<file path="config.mk">
export PLATFORM = sky130hd
export DESIGN_NAME = rpfw_ram
export DESIGN_NICKNAME = d
export VERILOG_FILES = /design/src/hdl/rpfw_ram.sv
export SDC_FILE = /design/constraint.sdc
export NUM_CORES = 2
export LEC_CHECK = 0
export BUFFER_PORTS_ARGS = -buffer_cell sky130_fd_sc_hd__buf_2
export CAP_MARGIN = 10
export CORE_UTILIZATION = 40
export CTS_BUF_LIST = sky130_fd_sc_hd__clkbuf_4
export DETAILED_ROUTE_END_ITERATION = 8
export PLACE_DENSITY = 0.61
export SLEW_MARGIN = 20
export SYNTH_ARGS = -nofsm -noshare
export SYNTH_HDL_FRONTEND = slang
export SYNTH_SLANG_ARGS = --single-unit
</file>
<file path="constraint.sdc">
create_clock -name aclk -period 2.68 [get_ports aclk]
set_input_delay 0.536 -clock aclk [delete_from_list [all_inputs] [get_ports aclk]]
set_output_delay 0.536 -clock aclk [all_outputs]
set_load 0.03 [all_outputs]
</file>
<file path="src/hdl/rpfw_ram.sv">
module rpfw_ram #(
    parameter int WIDTH = 8,
    parameter int DEPTH = 256
) (
    input  logic                     aclk,
    input  logic                     we,
    input  logic [$clog2(DEPTH)-1:0] waddr,
    input  logic [WIDTH-1:0]         wdata,
    input  logic [$clog2(DEPTH)-1:0] raddr,
    output logic [WIDTH-1:0]         rdata
);

    logic [WIDTH-1:0] mem [DEPTH];

    always_ff @(posedge aclk) begin
        if (we) begin
            mem[waddr] <= wdata;
        end
        rdata <= mem[raddr];
    end

endmodule

</file>
==> flow_summary_export.csv <==
group,metric,value,unit
timing,skew,0.106,ns
yosys,netlist-cell-type-count,55,
placement,placed_cells,6892,
die,core-area,197000,um2
cells_and_area,final_cell_count_no_fill,7805,
timing,hold_viol_final,0,
cells_and_area,syn_to_final_growth,19.2,%
timing,final_max_slew_viol_count,0,
cts,cts_buffer_depth,4,
flow_run,maxCapViolations,0,
worst_setup_path,cp_top_family,"simple AND/OR/NAND/NOR gates",
worst_setup_path,critical_path_class,"flip-flop to flip-flop",
placement,hpwlAfterDp,131000,um
worst_setup_path,path_max_fanout,1,
drt,firstDrtPassIters,5,
min_path,hold_start,"raddr[4]",
timing,maxSlewHeadroom,38.2,%
cts,worstSkewPairLatency,1.40,ns
global_routing,grt_pass1_wl,298000,um
cts,cts_tree,"built",
drt,routed_wl,205000,um
yosys,synth_top_area_share,77.3,%
worst_setup_path,r2r-start,"mem[243][6]",
drt,avgViaCountPerCell,5.47,
cts,numCtsBuffers,543,
global_routing,grt_max_degree,89,
timing,setup_violations,0,
yosys,synth_seq_cells,2056,
timing,min_period_over_period,98.1,%
yosys,yosysTopAreaCell,"edfxtp_1",
global_routing,grt_util_all_layers,20.5,%
run_status,status,"finished clean",
cts,htree_levels,6,
yosys,syn_area_per_cell,21.3,um2
drt,drt-initial-drc-count,4578,
global_routing,gr-total-overflow,0,
cells_and_area,layout.nets,4841,
yosys,synth_area,79600,um2
drt,drc,0,
cts,path_clk_slew,0.06,ns
yosys,synthArstFlopShare,0,%
die,dieArea,201000,um2
timing,fin_crit,2.63,ns
worst_setup_path,r2r_slack,0.05,ns
die,io_pins,34,
yosys,synth_nets,3759,
yosys,synth_area_leaders,"edfxtp_1 77%, mux4_2 13%, mux2i_1 1.7%, nor2_1 1.3%, a22oi_1 1.3%",
global_routing,grt_pass1_vias,44200,
yosys,synthCells,3733,
die,dieWidth,448,um
die,die_height,448,um
power_and_ir_drop,p_per_area,690,nW/um2
cells_and_area,final_cell_mix,"2048 x edfxtp_1, 774 x clkbuf_4, 636 x buf_4",
cts,postCtsSetupBuffers,0,
worst_setup_path,startpoint,"mem[243][6]",
yosys,ys_warn_count,0,
placement,gp_congestion,0.858,
worst_setup_path,cpMaxStageDelayCell,"nor4_1",
worst_setup_path,start_kind,"flip-flop",
yosys,ys_seq_area_share,77.5,%
worst_setup_path,required,3.87,ns
min_path,hp-class,"primary input to flip-flop",
global_routing,grt_antenna_before_repair,14,
cells_and_area,drive_gt1_share,39.8,%
drt,num_vias,42700,
power_and_ir_drop,vdd_drop_max,0.000417,V
timing,worst_slew_pin_slew,0.919,ns
cts,cts_root_buffer,"clkbuf_4",
cts,cts.sinks,2056,
power_and_ir_drop,p_leak,31.4,nW
worst_setup_path,crit_chain,"mux4_2 -> a22oi_1 -> a21oi_1 -> nor4_1 -> buf_4 -> nor4_2",
worst_setup_path,critPathCaptureType,"flip-flop",
yosys,synth_edf_count,2048,
worst_setup_path,cp_slowest_stage_delay,0.74,ns
worst_setup_path,cp.buffers_inverters,1,
timing,grt_setup_unrepaired,"false",
die,rows,163,
drt,postRouteAntennaNets,0,
worst_setup_path,crit_arrival,3.82,ns
timing,fmax,0.380,GHz
yosys,synth_ff_type,"edfxtp_1",
placement,io_buffers,33,
drt,wl_per_cell,26.3,um
die,start_util,40.3,%
timing,final.setup.tns,0,ns
cells_and_area,final_common_cell,"edfxtp_1",
==> sequential cells by signal, indices dropped and copies added (netlist names) <==
signal and cells:
mem 2048, rdata 8
==> area by class of cell <==
cell class                      count  area [um2]
Antenna cell                        9        22.5
Clock buffer                      774        5810
Clock inverter                    112         604
Fill cell                       16600      103000
Inverter                            2        7.51
Multi-Input combinational cell   1442       16500
Sequential cell                  2056       61700
Tap cell                         2640        3300
Timing Repair Buffer              770        6930
==> metrics by stage <==
stage | area [um2] | hold WS, ns | power [mW] | utilization [%] | worst slack [ns]
2_1_floorplan | 79600 | 0.635 | 37.9 | - | 0.206
3_3_place_gp | 88200 | 0.984 | 40.0 | 44.7 | -1.45
3_5_place_dp | 88200 | 1.00 | 40.0 | 44.7 | -1.00
4_1_cts | 94800 | 0.0786 | 66.2 | 48.0 | 0.00408
5_1_grt | 94900 | 0.0768 | 67.9 | 48.1 | 0.00780
6_report | 94900 | 0.212 | 65.5 | 48.1 | 0.0506
==> report_power, final <==
| part | internal, mW | switching, mW |
|---|---|---|
| logic | 1.56 | 2.26 |
| clock network | 13.8 | 12.4 |
| registers | 35.4 | 0.0742 |
| total | 50.8 | 14.7 |
==> cells in the mapped netlist (16+ instances only) <==
cell type and count:
buf_6 21, a22oi_1 133, nor4_1 24, nor2b_1 31
o221ai_1 46, a21oi_1 96, o22ai_1 28, nor3_1 22
buf_2 31, clkbuf_1 111, buf_4 27, nand2_1 33
mux2i_1 134, nor2_1 282, nand3_1 34, buf_1 22
a211oi_1 16, mux4_2 454, edfxtp_1 2048
==> layer usage <==
layer	vias up	GRT usage [%]	part of all wire [%]
met4	10	7.48	2.9
met3	359	4.50	7.6
li1	18200	-	-
met5	-	0	0.030
met1	22200	27.8	41
met2	1830	32.8	49
==> cell families after synthesis <==
kind of cell,count (synthesis),share of synthesized area [%]
flip-flops,2056,77.5
AND/OR/NAND/NOR,466,2.63
AO/OA/AOI/OAI,385,3.42
multiplexers,591,14.6
buffers and inverters,235,1.83
==> path summary, 6_finish.rpt <==
check,end,cells after the start
max reg2reg,rdata[6],6
min,rdata[6],5
max,rdata[6],6
min reg2reg,rdata[5],7
==> what timing repair did <==
item | CTS | global route
hold endpoints to repair | 2472 | 0
endpoints found under the setup margin | 8 | 2
pin swaps | 0 | 0
gates resized for setup | 10 | 2
hold buffers | 18 | 0
==> worst register-to-register path: stages (launching register included) <==
cell and delay [ns]:
edfxtp_1 0.36, mux4_2 0.47, a22oi_1 0.36, a21oi_1 0.22, nor4_1 0.75, buf_4 0.24
nor4_2 0.04
(Power assumes the default switching activity.)
