## config.mk

```make
export PLATFORM = sky130hd
export DESIGN_NAME = rpfw_alu
export DESIGN_NICKNAME = d
export VERILOG_FILES = /design/src/hdl/rpfw_pkg.sv /design/src/hdl/rpfw_alu.sv
export SDC_FILE = /design/constraint.sdc
export NUM_CORES = 1
export LEC_CHECK = 0
export ABC_AREA = 1
export BUFFER_PORTS_ARGS = -buffer_cell sky130_fd_sc_hd__buf_2
export CAP_MARGIN = 20
export CORE_MARGIN = 4
export CORE_UTILIZATION = 50
export DETAILED_ROUTE_END_ITERATION = 12
export PLACE_DENSITY = 0.93
export SETUP_SLACK_MARGIN = 0.02
export SYNTH_ARGS = -nofsm -noshare
export SYNTH_HDL_FRONTEND = slang
export SYNTH_SLANG_ARGS = --single-unit
```

## constraint.sdc

```tcl
create_clock -name vclk -period 4.8
set_clock_uncertainty 0.15 [all_clocks]
set_input_delay 1.44 -clock vclk [all_inputs]
set_output_delay 1.44 -clock vclk [all_outputs]
set_load 0.1 [all_outputs]
```

## src/hdl/rpfw_pkg.sv

```systemverilog
package rpfw_pkg;

    localparam int SCREEN_W    = 1024;
    localparam int SCREEN_H    = 768;
    localparam int FRAME_BYTES = (SCREEN_W / 2) * SCREEN_H;
    localparam int MEM_AW      = $clog2(FRAME_BYTES);

    localparam int COORD_W   = 16;
    localparam int COLOR_W   = 4;
    localparam int ADDR_W    = 19;
    localparam int DATA_W    = 8;
    localparam int STATUS_W  = 2;
    localparam int CFG_W     = 2;
    localparam int CFG_IDX_W = 2;

    // Shared adder width: covers signed coordinates, the read address and
    // a framebuffer address compared against the store size.
    localparam int NEED_W  = $clog2(FRAME_BYTES + 1);
    localparam int WIDE_W  = (NEED_W > ADDR_W) ? NEED_W : ADDR_W;
    localparam int ALU_W   = ((WIDE_W > COORD_W + 1) ? WIDE_W : COORD_W + 1) + 1;

    localparam int ROW_B1 = SCREEN_W / 8;
    localparam int ROW_B4 = SCREEN_W / 2;

    localparam logic REQ_DRAW = 1'b0;
    localparam logic REQ_READ = 1'b1;

    localparam logic MODE_1BPP = 1'b0;
    localparam logic MODE_4BPP = 1'b1;

    localparam logic [1:0] ROT_0   = 2'd0;
    localparam logic [1:0] ROT_90  = 2'd1;
    localparam logic [1:0] ROT_180 = 2'd2;
    localparam logic [1:0] ROT_270 = 2'd3;

    localparam logic [CFG_IDX_W-1:0] REG_ROTATION     = 2'd0;
    localparam logic [CFG_IDX_W-1:0] REG_DISPLAY_MODE = 2'd1;

    localparam logic [STATUS_W-1:0] STATUS_WRITTEN = 2'd0;
    localparam logic [STATUS_W-1:0] STATUS_CLIPPED = 2'd1;
    localparam logic [STATUS_W-1:0] STATUS_READ    = 2'd2;

    typedef struct packed {
        logic                       req_type;
        logic signed [COORD_W-1:0]  pos_x;
        logic signed [COORD_W-1:0]  pos_y;
        logic [COLOR_W-1:0]         pixel_color;
        logic [ADDR_W-1:0]          read_addr;
    } in_item_t;

    typedef struct packed {
        logic [ADDR_W-1:0]   byte_addr;
        logic [DATA_W-1:0]   byte_data;
        logic [STATUS_W-1:0] status;
    } out_item_t;

    typedef struct packed {
        logic [ALU_W-1:0] a;
        logic [ALU_W-1:0] b;
        logic             sub;
    } alu_req_t;

    typedef struct packed {
        logic [ALU_W-1:0] sum;
        logic             neg;
    } alu_rsp_t;

endpackage

```

## src/hdl/rpfw_alu.sv

```systemverilog
module rpfw_alu import rpfw_pkg::*; (
    input  alu_req_t req,
    output alu_rsp_t rsp
);

    logic [ALU_W-1:0] b_eff;

    assign b_eff   = req.sub ? ~req.b : req.b;
    assign rsp.sum = req.a + b_eff + ALU_W'(req.sub);
    assign rsp.neg = rsp.sum[ALU_W-1];

endmodule

```

==> results.py, run 1 <==
metrics = {
    "synthesis": {
        "synth_common_cells": "nand2_1, inv_1, xor2_1",
        "yosys_warnings": 0,
        "ys_seq_area_share_pct": 0,
        "synth_area_sq_um": 1490,
        "synth_fp_nets": 339,
        "yosys.area.top_type_share_pct": 25.7,
        "syn_area_per_cell_sq_um": 5.33,
        "synth.largest_area_cell": "nand2_1",
        "synthCells": 279,
        "synth.most_common_cell": "nand2_1",
        "yosysUniqueCellTypes": 19,
        "synthTopCellsByArea": "nand2_1, ha_1, xor2_1",
    },
    "clocking": {
        "cts_hold_buffers": 0,
        "post_cts_buffers": 7,
        "cts_resized": 39,
    },
    "placement": {
        "pre_cts_ws_ns": -0.192,
        "portBuffers": 62,
        "routabilityCongestion": 0.983,
        "place_hpwl_mm": 4.90,
    },
    "run_status": {
        "status": "aborted with a tool error",
        "stop_error": "[ERROR DPL-0033] detailed placement checks failed during check placement.",
        "stop_stage": "4_1_cts",
    },
    "die": {
        "die-height_microns": 62.5,
        "initial_core_util_pct": 53.0,
        "die_x_microns": 62.5,
        "rows": 19,
        "ioPinCount": 62,
    },
}
-- cell families after synthesis --
| family | Yosys count | synth area share (%) |
|---|---|---|
| fa+ha+maj | 19 | 16.5 |
| simple gates | 156 | 44.4 |
| xor+xnor | 30 | 17.7 |
| buf+inv | 56 | 15.1 |
| compound gates | 18 | 6.31 |
-- per-stage QoR --
stage | area, sq um | setup TNS, ns | hold WS [ns] | util (%) | std cells
floorplan | 1700 | -2.11 | 3.09 | - | 279
global placement | 2540 | -0.179 | 3.21 | 90.5 | 398
detailed placement | 2540 | -1.81 | 3.22 | 90.5 | 398
==> inputs of run 2 (changes only) <==
Settings changed: CORE_UTILIZATION 50 to 35, PLACE_DENSITY 0.93 to not set, PLACE_DENSITY_LB_ADDON set to 0.15, SETUP_SLACK_MARGIN 0.02 to not set.
==> run 2 against run 1 <==
  * The flow now finishes, with violations (setup timing)
  * Synthesized area is the same
  * Synthesized cell count did not move
==> results.py, run 2 <==
metrics = {
    "final_layout": {
        "final_nets": 453,
        "multi_input_area_sq_um": 1970,
        "postLayoutCellArea_sq_um": 3330,
        "area_delta_synth_final_pct": 124,
        "layout_commonest_cell": "nand2_2",
        "design.seq.count": 0,
        "fill_cells": 223,
        "final_util_pct": 82.0,
        "clkbuf_count": 0,
        "seq_area_sq_um": 0,
        "drive_gt1_share_pct": 63.7,
        "num_antenna_cells": 0,
        "layout_common_cells": "nand2_2, nand2_1, buf_4, inv_1, buf_2",
    },
    "worst_setup_path": {
        "critPathMaxFanout": 6,
        "cp_data_arrival_time_ns": 3.28,
        "critical_path_class": "input port to primary output",
        "start_kind": "input port",
        "path_cells": "buf_12 -> buf_12 -> xor2_1 -> ha_1 -> nand2_2 -> inv_1 -> nand2_1 -> nand2_2 -> a21oi_4 -> nand4_1 -> nand2_8 -> buf_12",
        "critical-path-slowest-cell": "ha_1",
        "critPathCaptureType": "primary output",
        "max_stage_delay_ns": 0.37,
        "path_common_cell": "buf_12",
        "cp_data_required_time_ns": 3.21,
    },
    "placement": {
        "routabilityCongestion": 0.857,
        "place_hpwl_mm": 3.93,
        "placed_area_sq_um": 2600,
        "portBuffers": 62,
    },
    "synthesis": {
        "synth_area_sq_um": 1490,
        "synthTopCellsByArea": "nand2_1, ha_1, xor2_1",
        "yosys_warnings": 0,
        "yosysUniqueCellTypes": 19,
        "ys_seq_area_share_pct": 0,
        "synth_fp_nets": 339,
        "yosys.area.top_type_share_pct": 25.7,
        "synth.largest_area_cell": "nand2_1",
        "synth_common_cells": "nand2_1, inv_1, xor2_1",
        "synthCells": 279,
        "syn_area_per_cell_sq_um": 5.33,
        "synth.most_common_cell": "nand2_1",
    },
    "global_routing": {
        "antenna_found_initial": 0,
        "overflow": 0,
        "grt_pass1_vias": 1995,
        "grt_max_degree": 8,
        "track_usage_pct": 18.0,
        "grt_first_pass_wirelength_mm": 8.05,
    },
    "die": {
        "die-height_microns": 73.2,
        "dieArea_sq_um": 5360,
        "ioPinCount": 62,
        "rows": 23,
        "initial_core_util_pct": 36.7,
        "core_sq_um": 4060,
        "die_x_microns": 73.2,
    },
    "hold_path": {
        "hold_path_end": "rsp[1]",
        "hold_start": "req[21]",
        "min_path_cells": 4,
        "hold_class": "input port to primary output",
    },
    "drt": {
        "initialDrtViolationCount": 107,
        "top_layer": "met4",
        "via_count": 2184,
        "wl_met1_mm": 2.29,
        "drc": 0,
        "wl_per_cell_microns": 13.1,
        "avgViaCountPerCell": 4.95,
        "firstDrtPassIters": 4,
        "wirelength_mm": 5.77,
        "dr_wl_met3_microns": 216,
        "dr_wl_met2_mm": 3.16,
        "ant_nets": 0,
    },
    "timing": {
        "finalCriticalPeriod_ns": 4.87,
        "setup_viol": 6,
        "drv_slew": 0,
        "max_freq_ghz": 0.205,
        "tightest_slew_ns": 0.485,
        "rsz0062_at_grt": "yes",
        "hold_violations": 0,
        "worst_slack_ns": -0.0745,
        "maxSlewHeadroom_pct": 67.9,
        "fin_hold_ws_ns": 3.23,
        "fin_crit_sh_pct": 102,
    },
    "power_and_ir_drop": {
        "p_leak_nw": 1.70,
        "power_frac_seq_pct": 0,
        "power_frac_clock_pct": 0,
        "p_switching_mw": 0.715,
        "pwr-share-comb_pct": 100.0,
        "swShare_pct": 61.1,
        "ir_drop_uv": 241,
        "power_density_nw_per_um2": 352,
        "p_int_mw": 0.455,
    },
    "run_status": {
        "status": "finished, violations left",
        "failed_checks": "setup timing",
    },
    "run": {
        "drv_cap": 0,
    },
}
run 2: cell counts after synthesis:
No cell type changed its count.
run 2: area by class of cell:
| class | instances | share of cell area, % |
|---|---|---|
| inverter | 53 | 5.98 |
| multi-input combinational | 223 | 59.1 |
| tap | 50 | 1.88 |
| timing repair buffer | 115 | 33.1 |
run 2: kinds of logic (layout without fill, tap and decap cells):
kind of cell / after synthesis / in the layout / synth area share (%)
AO/OA/AOI/OAI: 18 / 18 / 6.31
XOR/XNOR: 30 / 30 / 17.7
adder cells (fa/ha/maj): 19 / 19 / 16.5
buffers and inverters: 56 / 168 / 15.1
AND/OR/NAND/NOR: 156 / 156 / 44.4
run 2: how the worst max path moves through the flow:
stage | from | cells past startpoint | endpoint
after floorplan | req[0] | 10 | rsp[12]
after global placement | req[0] | 14 | rsp[20]
after detailed placement | req[0] | 14 | rsp[17]
after CTS | req[0] | 14 | rsp[20]
after global routing | req[0] | 14 | rsp[18]
final | req[0] | 12 | rsp[20]
run 2: metrics by stage:
step / cells / TNS (ns) / total power, mW / worst slack (ns)
after floorplan: 279 / -2.14 / 0.650 / -0.435
after global placement: 421 / -0.488 / 0.995 / -0.0735
after detailed placement: 421 / -0.997 / 1.00 / -0.120
after CTS: 429 / -0.180 / 1.04 / -0.0684
after global routing: 441 / -1.03 / 1.22 / -0.127
final: 441 / -0.235 / 1.17 / -0.0745
run 2: per-layer routing:
| layer | vias to the layer above | track usage [%] |
|---|---|---|
| met5 | - | 0 |
| met4 | 0 | 1.84 |
| met3 | 10 | 0.551 |
| met2 | 60 | 34.6 |
| met1 | 1048 | 22.7 |
| li1 | 1066 | - |
run 2: power groups by stage:
stage	clock [mW]	sequential (mW)	combinational [mW]
2_1_floorplan	0	0	0.650
3_3_place_gp	0	0	0.995
3_5_place_dp	0	0	1.00
4_1_cts	0	0	1.04
5_1_grt	0	0	1.22
6_report	0	0	1.17
run 2: repair_timing:
| item | in CTS | in global routing |
|---|---|---|
| pin swaps | 30 | 60 |
| cloned | 1 | 0 |
| hold endpoints to repair | 0 | 0 |
| buffers inserted | 7 | 12 |
| gates resized for setup | 22 | 118 |
| hold buffers | 0 | 0 |
| setup endpoints to repair | 14 | 15 |
run 2: worst max-delay path: cells and delay by family:
family	cells	cell delay, ns
adders and majority gates	1	0.37
AOI/OAI and AO/OA	1	0.13
xor gates and xnor gates	1	0.16
and+or+nand+nor	5	0.68
buffers and inverters	4	0.50
(Power assumes the default switching activity.)
